`src/rtl/kmp_pkg.sv`:
```
// Shared types, codes and the byte folding function of the KMP substring search.
package kmp_pkg;

  // Controller states
  typedef enum logic [1:0] {
    S_IDLE,
    S_WALK,
    S_POST
  } kmp_state_t;

  // Result status codes
  localparam logic [1:0] ST_NONE      = 2'd0;
  localparam logic [1:0] ST_MATCH     = 2'd1;
  localparam logic [1:0] ST_PAT_LONG  = 2'd2;
  localparam logic [1:0] ST_TEXT_LONG = 2'd3;

  // Configuration space
  localparam int unsigned     CFG_ADDR_W = 3;
  localparam logic [2:0]      REG_CASE   = 3'h0;

  // Controller to datapath
  typedef struct packed {
    logic take;   // latch the presented word and apply its first decision
    logic step;   // one compare of the failure-link walk
    logic emit;   // load the pending result into the output register
  } kmp_cmd_t;

  // Datapath to controller
  typedef struct packed {
    logic need_walk;    // presented word starts a walk
    logic need_result;  // presented word answers at once
    logic walk_done;    // walk ends on this compare
    logic walk_result;  // finished walk produces a result
  } kmp_stat_t;

  // Lower ASCII A-Z when case-insensitive compare is on
  function automatic logic [7:0] kmp_fold(input logic [7:0] b, input logic ci);
    logic [7:0] r;
    r = b;
    if (ci && (b >= 8'h41) && (b <= 8'h5A)) begin
      r = b + 8'h20;
    end
    return r;
  endfunction

endpackage

```
`src/rtl/kmp_ctrl.sv`:
```
// Controller state machine of the KMP substring search.
module kmp_ctrl import kmp_pkg::*; (
  input  logic      clk,
  input  logic      rst_n,
  input  logic      in_valid,
  output logic      in_ready,
  output logic      out_valid,
  input  logic      out_ready,
  input  kmp_stat_t stat,
  output kmp_cmd_t  cmd
);

  kmp_state_t state_r, state_nxt;
  logic       out_valid_r, out_valid_nxt;
  logic       slot_free;

  assign slot_free = !out_valid_r || out_ready;

  always_comb begin
    state_nxt = state_r;
    unique case (state_r)
      S_IDLE: begin
        if (in_valid) begin
          if (stat.need_walk) begin
            state_nxt = S_WALK;
          end else if (stat.need_result) begin
            state_nxt = S_POST;
          end
        end
      end
      S_WALK: begin
        if (stat.walk_done) begin
          state_nxt = stat.walk_result ? S_POST : S_IDLE;
        end
      end
      S_POST: begin
        if (slot_free) begin
          state_nxt = S_IDLE;
        end
      end
      default: state_nxt = S_IDLE;
    endcase
  end

  always_comb begin
    in_ready = 1'b0;
    cmd      = '0;
    unique case (state_r)
      S_IDLE: begin
        in_ready = 1'b1;
        cmd.take = in_valid;
      end
      S_WALK: begin
        cmd.step = 1'b1;
      end
      S_POST: begin
        cmd.emit = slot_free;
      end
      default: begin
        in_ready = 1'b0;
      end
    endcase
  end

  // Hold the output word until taken
  assign out_valid_nxt = cmd.emit ? 1'b1 : (out_ready ? 1'b0 : out_valid_r);
  assign out_valid     = out_valid_r;

  always_ff @(posedge clk) begin
    if (!rst_n) begin
      state_r     <= S_IDLE;
      out_valid_r <= 1'b0;
    end else begin
      state_r     <= state_nxt;
      out_valid_r <= out_valid_nxt;
    end
  end

endmodule

```
`src/rtl/kmp_datapath.sv`:
```
// Datapath of the KMP substring search: pattern and failure memories, walk and text state.
module kmp_datapath import kmp_pkg::*; #(
  parameter int MAX_PATTERN   = 32,
  parameter int POSITION_BITS = 16
) (
  input  logic                     clk,
  input  logic                     rst_n,
  input  logic                     case_insensitive,
  input  logic                     in_mode,
  input  logic [7:0]               in_data_byte,
  input  logic                     in_last,
  input  kmp_cmd_t                 cmd,
  output kmp_stat_t                stat,
  output logic [1:0]               out_status,
  output logic [POSITION_BITS-1:0] out_position
);

  localparam int FW = $clog2(MAX_PATTERN + 1);
  localparam int JW = FW + 1;
  localparam int AW = (MAX_PATTERN > 1) ? $clog2(MAX_PATTERN) : 1;
  localparam int PB = POSITION_BITS;
  localparam int TW = PB + 1;
  localparam logic [FW-1:0] PLEN_FULL = FW'(MAX_PATTERN);
  localparam logic [TW-1:0] TP_SAT    = {1'b1, {(PB-1){1'b0}}, 1'b1};

  logic [7:0]    pat_mem  [MAX_PATTERN];
  logic [FW-1:0] fail_mem [MAX_PATTERN+1];
  logic [7:0]    pat_rd_r;
  logic [FW-1:0] fail_rd_r;

  logic [FW-1:0] plen_r, plen_nxt;
  logic [JW-1:0] pidx_r, pidx_nxt;
  logic          ovf_r, ovf_nxt;
  logic [FW-1:0] ml_r, ml_nxt;
  logic [TW-1:0] tp_r, tp_nxt;
  logic          done_r, done_nxt;
  logic          txt_r, txt_nxt;
  logic [JW-1:0] j_r, j_nxt;
  logic          mode_r, mode_nxt;
  logic [7:0]    byte_r, byte_nxt;
  logic          last_r, last_nxt;
  logic [1:0]    res_status_r, res_status_nxt;
  logic [PB-1:0] res_pos_r, res_pos_nxt;
  logic [1:0]    out_status_r, out_status_nxt;
  logic [PB-1:0] out_pos_r, out_pos_nxt;

  logic          pat_full;
  logic          txt_sat;
  logic          cont;
  logic          hit;
  logic [JW-1:0] j_fail;
  logic [JW-1:0] j_inc;
  logic [TW-1:0] start;
  logic          pat_we;
  logic          fail_we;
  logic [AW-1:0] pat_waddr;
  logic [FW-1:0] fail_waddr;

  assign pat_full = !txt_r && (plen_r == PLEN_FULL);
  assign txt_sat  = tp_r[PB];

  // One compare of the walk; index minus one is the sign bit
  assign cont   = !j_r[JW-1] && (j_r[FW-1:0] < plen_r) &&
                  (kmp_fold(byte_r, case_insensitive) != kmp_fold(pat_rd_r, case_insensitive));
  assign j_fail = (j_r == '0) ? '1 : {1'b0, fail_rd_r};
  assign j_inc  = j_r + JW'(1);
  assign hit    = (j_inc[FW-1:0] >= plen_r);
  assign start  = tp_r - TW'(plen_r);

  always_comb begin
    stat = '0;
    if (!in_mode) begin
      stat.need_walk = !pat_full;
    end else if (!done_r) begin
      if (ovf_r || txt_sat) begin
        stat.need_result = in_last;
      end else if (plen_r == '0) begin
        stat.need_result = 1'b1;
      end else begin
        stat.need_walk = 1'b1;
      end
    end
    stat.walk_done   = !cont;
    stat.walk_result = mode_r && (hit || last_r);
  end

  always_comb begin
    plen_nxt       = plen_r;
    pidx_nxt       = pidx_r;
    ovf_nxt        = ovf_r;
    ml_nxt         = ml_r;
    tp_nxt         = tp_r;
    done_nxt       = done_r;
    txt_nxt        = txt_r;
    j_nxt          = j_r;
    mode_nxt       = mode_r;
    byte_nxt       = byte_r;
    last_nxt       = last_r;
    res_status_nxt = res_status_r;
    res_pos_nxt    = res_pos_r;
    out_status_nxt = out_status_r;
    out_pos_nxt    = out_pos_r;

    if (cmd.take) begin
      mode_nxt = in_mode;
      byte_nxt = in_data_byte;
      last_nxt = in_last;
      if (!in_mode) begin
        // a pattern word after text starts a new pattern
        if (txt_r) begin
          plen_nxt = '0;
          pidx_nxt = '1;
          ovf_nxt  = 1'b0;
          ml_nxt   = '0;
          tp_nxt   = '0;
          done_nxt = 1'b0;
        end
        txt_nxt = in_last;
        if (pat_full) begin
          ovf_nxt = 1'b1;
        end else begin
          j_nxt = txt_r ? '1 : pidx_r;
        end
      end else begin
        txt_nxt = 1'b1;
        if (done_r) begin
          if (in_last) begin
            ml_nxt   = '0;
            tp_nxt   = '0;
            done_nxt = 1'b0;
          end
        end else if (ovf_r) begin
          res_status_nxt = ST_PAT_LONG;
          res_pos_nxt    = '0;
          if (in_last) begin
            ml_nxt   = '0;
            tp_nxt   = '0;
            done_nxt = 1'b0;
          end
        end else if (txt_sat) begin
          tp_nxt         = TP_SAT;
          res_status_nxt = ST_TEXT_LONG;
          res_pos_nxt    = '0;
          if (in_last) begin
            ml_nxt   = '0;
            tp_nxt   = '0;
            done_nxt = 1'b0;
          end
        end else begin
          tp_nxt = tp_r + TW'(1);
          if (plen_r == '0) begin
            res_status_nxt = ST_MATCH;
            res_pos_nxt    = '0;
            if (in_last) begin
              ml_nxt   = '0;
              tp_nxt   = '0;
              done_nxt = 1'b0;
            end else begin
              done_nxt = 1'b1;
            end
          end else begin
            j_nxt = {1'b0, ml_r};
          end
        end
      end
    end else if (cmd.step) begin
      if (cont) begin
        j_nxt = j_fail;
      end else if (!mode_r) begin
        plen_nxt = plen_r + FW'(1);
        pidx_nxt = j_inc;
      end else if (hit) begin
        ml_nxt         = '0;
        res_status_nxt = ST_MATCH;
        res_pos_nxt    = start[PB-1:0];
        if (last_r) begin
          tp_nxt   = '0;
          done_nxt = 1'b0;
        end else begin
          done_nxt = 1'b1;
        end
      end else begin
        ml_nxt = j_inc[FW-1:0];
        if (last_r) begin
          res_status_nxt = ST_NONE;
          res_pos_nxt    = '0;
          ml_nxt         = '0;
          tp_nxt         = '0;
          done_nxt       = 1'b0;
        end
      end
    end

    if (cmd.emit) begin
      out_status_nxt = res_status_r;
      out_pos_nxt    = res_pos_r;
    end
  end

  assign pat_we     = cmd.take && !in_mode && !pat_full;
  assign pat_waddr  = txt_r ? '0 : plen_r[AW-1:0];
  assign fail_we    = cmd.step && !cont && !mode_r;
  assign fail_waddr = plen_r + FW'(1);

  // Memories: one write port each, read registered at the next walk index
  always_ff @(posedge clk) begin
    if (pat_we) begin
      pat_mem[pat_waddr] <= in_data_byte;
    end
    if (fail_we) begin
      fail_mem[fail_waddr] <= j_inc[FW-1:0];
    end
    pat_rd_r  <= pat_mem[j_nxt[AW-1:0]];
    fail_rd_r <= fail_mem[j_nxt[FW-1:0]];
  end

  always_ff @(posedge clk) begin
    if (!rst_n) begin
      plen_r <= '0;
      pidx_r <= '1;
      ovf_r  <= 1'b0;
      ml_r   <= '0;
      tp_r   <= '0;
      done_r <= 1'b0;
      txt_r  <= 1'b0;
      j_r    <= '0;
      mode_r <= 1'b0;
      last_r <= 1'b0;
    end else begin
      plen_r <= plen_nxt;
      pidx_r <= pidx_nxt;
      ovf_r  <= ovf_nxt;
      ml_r   <= ml_nxt;
      tp_r   <= tp_nxt;
      done_r <= done_nxt;
      txt_r  <= txt_nxt;
      j_r    <= j_nxt;
      mode_r <= mode_nxt;
      last_r <= last_nxt;
    end
  end

  always_ff @(posedge clk) begin
    byte_r       <= byte_nxt;
    res_status_r <= res_status_nxt;
    res_pos_r    <= res_pos_nxt;
    out_status_r <= out_status_nxt;
    out_pos_r    <= out_pos_nxt;
  end

  assign out_status   = out_status_r;
  assign out_position = out_pos_r;

endmodule

```
`src/rtl/kmp_substring_search.sv`:
```
// Top level of the KMP substring search: configuration register, controller and datapath.
//
//   channel   direction  handshake                    payload
//   cfg       in/out     psel penable pwrite pready   paddr pwdata prdata
//   in        in         in_valid / in_ready          in_mode in_data_byte in_last
//   out       out        out_valid / out_ready        out_status out_position
//
// A word is accepted, then the failure-link walk runs compare by compare, each compare
// reading the pattern and failure memories at one index; a word that needs no compare
// skips the walk, and a result, where there is one, is then loaded into the output register.
// Reset (synchronous, active low) clears control state and the configuration register;
// the memories are not cleared, and failure entry zero is a constant minus one.
// A waiting result stalls the block only if a new result is ready before it is taken.
module kmp_substring_search import kmp_pkg::*; #(
  parameter int MAX_PATTERN   = 32,
  parameter int POSITION_BITS = 16
) (
  input  logic                     clk,
  input  logic                     rst_n,
  input  logic                     psel,
  input  logic                     penable,
  input  logic                     pwrite,
  input  logic [CFG_ADDR_W-1:0]    paddr,
  input  logic [31:0]              pwdata,
  output logic [31:0]              prdata,
  output logic                     pready,
  input  logic                     in_valid,
  output logic                     in_ready,
  input  logic                     in_mode,
  input  logic [7:0]               in_data_byte,
  input  logic                     in_last,
  output logic                     out_valid,
  input  logic                     out_ready,
  output logic [1:0]               out_status,
  output logic [POSITION_BITS-1:0] out_position
);

  logic      case_insensitive_r, case_insensitive_nxt;
  logic      cfg_wr;
  kmp_cmd_t  ctrl_cmd;
  kmp_stat_t dp_stat;

  // Configuration: write on the access phase, always ready
  assign pready = 1'b1;
  assign cfg_wr = psel && penable && pwrite;

  always_comb begin
    case_insensitive_nxt = case_insensitive_r;
    prdata               = '0;
    unique case (paddr)
      REG_CASE: begin
        prdata = {31'd0, case_insensitive_r};
        if (cfg_wr) begin
          case_insensitive_nxt = pwdata[0];
        end
      end
      default: begin
        prdata = '0;
      end
    endcase
  end

  always_ff @(posedge clk) begin
    if (!rst_n) begin
      case_insensitive_r <= 1'b0;
    end else begin
      case_insensitive_r <= case_insensitive_nxt;
    end
  end

  // Sequence words through accept, walk and result load
  kmp_ctrl u_ctrl (
    .clk       (clk),
    .rst_n     (rst_n),
    .in_valid  (in_valid),
    .in_ready  (in_ready),
    .out_valid (out_valid),
    .out_ready (out_ready),
    .stat      (dp_stat),
    .cmd       (ctrl_cmd)
  );

  // Hold the pattern, the failure table and the search state
  kmp_datapath #(
    .MAX_PATTERN   (MAX_PATTERN),
    .POSITION_BITS (POSITION_BITS)
  ) u_dp (
    .clk              (clk),
    .rst_n            (rst_n),
    .case_insensitive (case_insensitive_r),
    .in_mode          (in_mode),
    .in_data_byte     (in_data_byte),
    .in_last          (in_last),
    .cmd              (ctrl_cmd),
    .stat             (dp_stat),
    .out_status       (out_status),
    .out_position     (out_position)
  );

  // A word with no match carries position zero
  a_pos_zero: assert property (@(posedge clk) disable iff (!rst_n)
    (out_valid && (out_status != ST_MATCH)) |-> (out_position == '0))
    else $error("position nonzero on a word without a match");

  // Reset drops any pending output word
  a_reset_out: assert property (@(posedge clk) !rst_n |=> !out_valid)
    else $error("output word survives reset");

  // No word is taken while a walk is in progress
  a_walk_busy: assert property (@(posedge clk) disable iff (!rst_n)
    ctrl_cmd.step |-> !in_ready)
    else $error("input ready during a failure-link walk");

  // A result is loaded only when the output register is free or draining
  a_emit_slot: assert property (@(posedge clk) disable iff (!rst_n)
    ctrl_cmd.emit |-> (!out_valid || out_ready))
    else $error("result loaded over a waiting output word");

endmodule
```
`config.mk`:
```
export PLATFORM = sky130hd
export DESIGN_NAME = kmp_substring_search
export DESIGN_NICKNAME = d
export VERILOG_FILES = /design/src/rtl/kmp_pkg.sv /design/src/rtl/kmp_ctrl.sv /design/src/rtl/kmp_datapath.sv /design/src/rtl/kmp_substring_search.sv
export SDC_FILE = /design/constraint.sdc
export NUM_CORES = 1
export LEC_CHECK = 0
export ABC_CLOCK_PERIOD_IN_PS = 6000
export BUFFER_PORTS_ARGS = -buffer_cell sky130_fd_sc_hd__buf_2
export CAP_MARGIN = 20
export CORE_ASPECT_RATIO = 1.25
export CORE_UTILIZATION = 50
export CTS_CLUSTER_SIZE = 25
export DETAILED_ROUTE_END_ITERATION = 16
export PLACE_DENSITY = 0.67
export SYNTH_ARGS = -nofsm -noshare
export SYNTH_HDL_FRONTEND = slang
export SYNTH_SLANG_ARGS = --single-unit
```
`constraint.sdc`:
```
create_clock -name clk -period 6 [get_ports clk]
set_input_delay 0.9 -clock clk [delete_from_list [all_inputs] [get_ports clk]]
set_output_delay 0.9 -clock clk [all_outputs]
set_load 0.1 [all_outputs]
```
==> run summary <==
Number of buffers created by CTS - 53
Power per cell area - 381 nW/µm²
Crit start category - register
Clock skew - 0.0307 ns
Req. time, crit path - 6.55 ns
Rows - 90
Clock Latency Late Sink - 0.62 ns
Port bufs - 41
Synth Instances - 1,943
CTS tree - done
Cell breakdown of the critical path - inv_1 > ha_1 > or4b_1 > or2_2 > nand2_1 > o22ai_1 > a311oi_2 > o21a_4 > buf_4 > buf_4 > nand2_1 > nand3_1 > nand3_1 > nand4_1 > o2111a_1
Ant diodes - 0
Logic pwr share - 0.228
GP Congestion - 0.900
Antenna-violating nets left - 0
Placed Cells - 2,546
DRT iter0 DRCs - 1,059
Clock-pin slew on the worst setup and hold paths - 0.07 ns
DP HPWL - 34,300 µm
Die Width - 200 µm
Async S/R FF share, synth - 0
DRT Pass-1 Iters - 5
Reg power frac - 0.447
Unrepaired setup endpoints after global routing - false
DRC viols - 0
Synth top area share - 0.613
# setup viols final - 0
Final hold violation count - 0
WL/cell - 20.7 µm
Arrival time at the worst endpoint - 5.30 ns
Worst reg2reg startpoint - u_dp.plen_r[0]$_SDFFE_PN0P_
Max-slew violation count - 0
Number of global-route vias before repair - 14,900
Clk sinks - 564
Max VDD drop - 0.319 mV
Delay-heaviest family, CP - simple AND/OR/NAND/NOR gates
Via count - 15,200
HP Start - u_dp.res_pos_r[12]$_SDFFCE_PP0P_
Nets - 2,036
Most frequent cells in the layout - edfxtp_1 (498), nand2_1 (312), nor2_1 (159)
CTS resizes - 0
TNS Setup - 0 ns
DP Worst Slack - 1.26 ns
Final std cells w/o fill - 2,647
#FFs+latches synth - 564
Drt total wl - 54,900 µm
Mapped Area - 24,400 µm²
Cell taking the most area after synthesis - edfxtp_1
Sw frac - 0.312
Setup bufs post-CTS - 0
Critical-path top delay cell - or4b_1
Htree depth - 2
Primary FF master, synth - edfxtp_1
Slowest stage delay, CP - 0.62 ns
Worst Path Max Fanout - 41
Post-Syn Area per Cell - 12.5 µm²
Critical path type - reg2reg
Max Clk Rate - 211 MHz
Root Buffer - clkbuf_16
Area contributors post-synth - edfxtp_1 (61%), mux2i_1 (5.6%), dfxtp_1 (5.4%)
# hold bufs at CTS - 0
Clock network power share - 0.325
NetSw - 0.00318 W
GRT Resource Usage Total - 0.225
Sequential area share after synthesis - 0.668
DIE HEIGHT - 249 µm
Status - complete, no violations
Slew HR - 0.279
Fin area - 26,800 µm²
Worst min path class - reg2reg
Int Pwr - 0.00702 W
Layout cells sized above 1 - 0.0884
Total global routing overflow - 0
Core footprint - 48,200 µm²
Largest net degree at the start of global routing - 79
Cell leakage power - 9.34 nW
R2R Setup Slk - 1.25 ns
Final cell utilization of the core - 0.555
Die area - 49,700 µm²
CTS max path bufs - 3
Crit path buf inv count - 3
Initial core utilization - 0.506
Crit. Startpoint - u_dp.plen_r[0]$_SDFFE_PN0P_
Area growth, synth to finish - 9.77%
Max Cap Violations - 0
DP Area - 25,000 µm²
Least-Margin Pin Slew - 1.07 ns
Min Tclk post-route - 4.75 ns
EDFF count, synth - 498
Commonest non-fill, non-tap cell in the layout - edfxtp_1
Vias per inst - 5.75
First-pass GRT wire length - 84,900 µm
Setup crit end kind - register
Initial antenna violation count - 0
Warning count from the yosys run - 0
Cell variety after synth - 72
Setup WS post-layout - 1.25 ns
Tcrit/Tclk final - 0.792
Num ports - 105
-- area by class of cell --
cell class	instances	area, µm²
timing repair buffer	74	475
sequential	564	16300
multi-input combinational	1244	7420
tap	644	806
clock inverter	35	318
inverter	21	78.8
fill	4038	21400
clock buffer	65	1390
-- routing by layer --
metal	track usage	share of wire	vias to the layer above	wire, µm
met5	0	0	-	0
li1	-	-	7167	-
met3	0.0349	0.061	98	3360
met4	0.0748	0.029	0	1610
met2	0.394	0.52	512	28300
met1	0.282	0.39	7438	21600
-- registers in the layout (all words and copies together) (netlist names), 2 cells and up --
signal / count
u_dp.pat_mem: 256
u_dp.fail_mem: 198
u_dp.tp_r: 17
u_dp.out_position: 16
u_dp.res_pos_r: 16
u_dp.byte_r: 8
u_dp.pat_rd_r: 8
u_dp.j_r: 7
u_dp.pidx_r: 7
u_dp.fail_rd_r: 6
u_dp.ml_r: 6
u_dp.plen_r: 6
u_ctrl.state_r: 2
u_dp.out_status: 2
u_dp.res_status_r: 2
-- cell families (layout without fill, tap and decap cells) --
kind of cell | Yosys count | count (layout) | share of synthesized area
buffers and inverters | 165 | 195 | 0.0348
other | 2 | 32 | 0.000308
AOI/OAI and AO/OA | 273 | 273 | 0.0803
and+or+nand+nor | 743 | 743 | 0.135
adders and majority gates | 26 | 26 | 0.0137
muxes | 138 | 138 | 0.0567
DFF | 564 | 564 | 0.668
xor gates and xnor gates | 32 | 32 | 0.0115
-- stage by stage --
stage          total power [W]  hold WS [ns]
6_report                0.0102         0.415
5_1_grt                 0.0106         0.419
4_1_cts                 0.0103         0.415
3_5_place_dp           0.00697         0.405
3_3_place_gp           0.00693         0.403
2_1_floorplan          0.00630         0.400
-- path summary, 6_finish.rpt --
kind                                endpoint  depth (start not counted)
min reg2reg  u_dp.out_position[12]$_DFFE_PP_                          0
max reg2reg        u_dp.fail_rd_r[5]$_DFF_P_                         15
min          u_dp.out_position[12]$_DFFE_PP_                          0
max                u_dp.fail_rd_r[5]$_DFF_P_                         15
-- power groups by stage --
stage / clock (W) / combinational [W] / sequential, W
2_1_floorplan: 0 / 0.00164 / 0.00466
5_1_grt: 0.00350 / 0.00253 / 0.00457
4_1_cts: 0.00336 / 0.00234 / 0.00456
6_report: 0.00331 / 0.00232 / 0.00456
3_3_place_gp: 0 / 0.00229 / 0.00464
3_5_place_dp: 0 / 0.00233 / 0.00464
-- Yosys cell counts, types with 6 or more instances --
library cell    n
nor2b_1        18
clkbuf_1       40
a21oi_1        49
a31oi_1        11
buf_2          57
o21ai_1        10
a211oi_1       33
a311oi_1       13
a221oi_1        7
a32o_1          7
dfxtp_1        66
a311o_1         7
nand4_1        27
o21ai_0        39
buf_4          38
inv_1          20
xor2_1         12
and3_1          6
a22oi_1        16
nand2b_1       14
or3_1           6
ha_1           25
buf_1           7
nand2_1       312
xnor2_1        20
nor3_1         34
nand3_1       123
o31ai_1         6
o211ai_1       11
or2_2           6
and2_1         22
a21o_1         10
mux2i_1       137
nor2_1        159
edfxtp_1      498
a41oi_1         8
(Power assumes the default switching activity.)
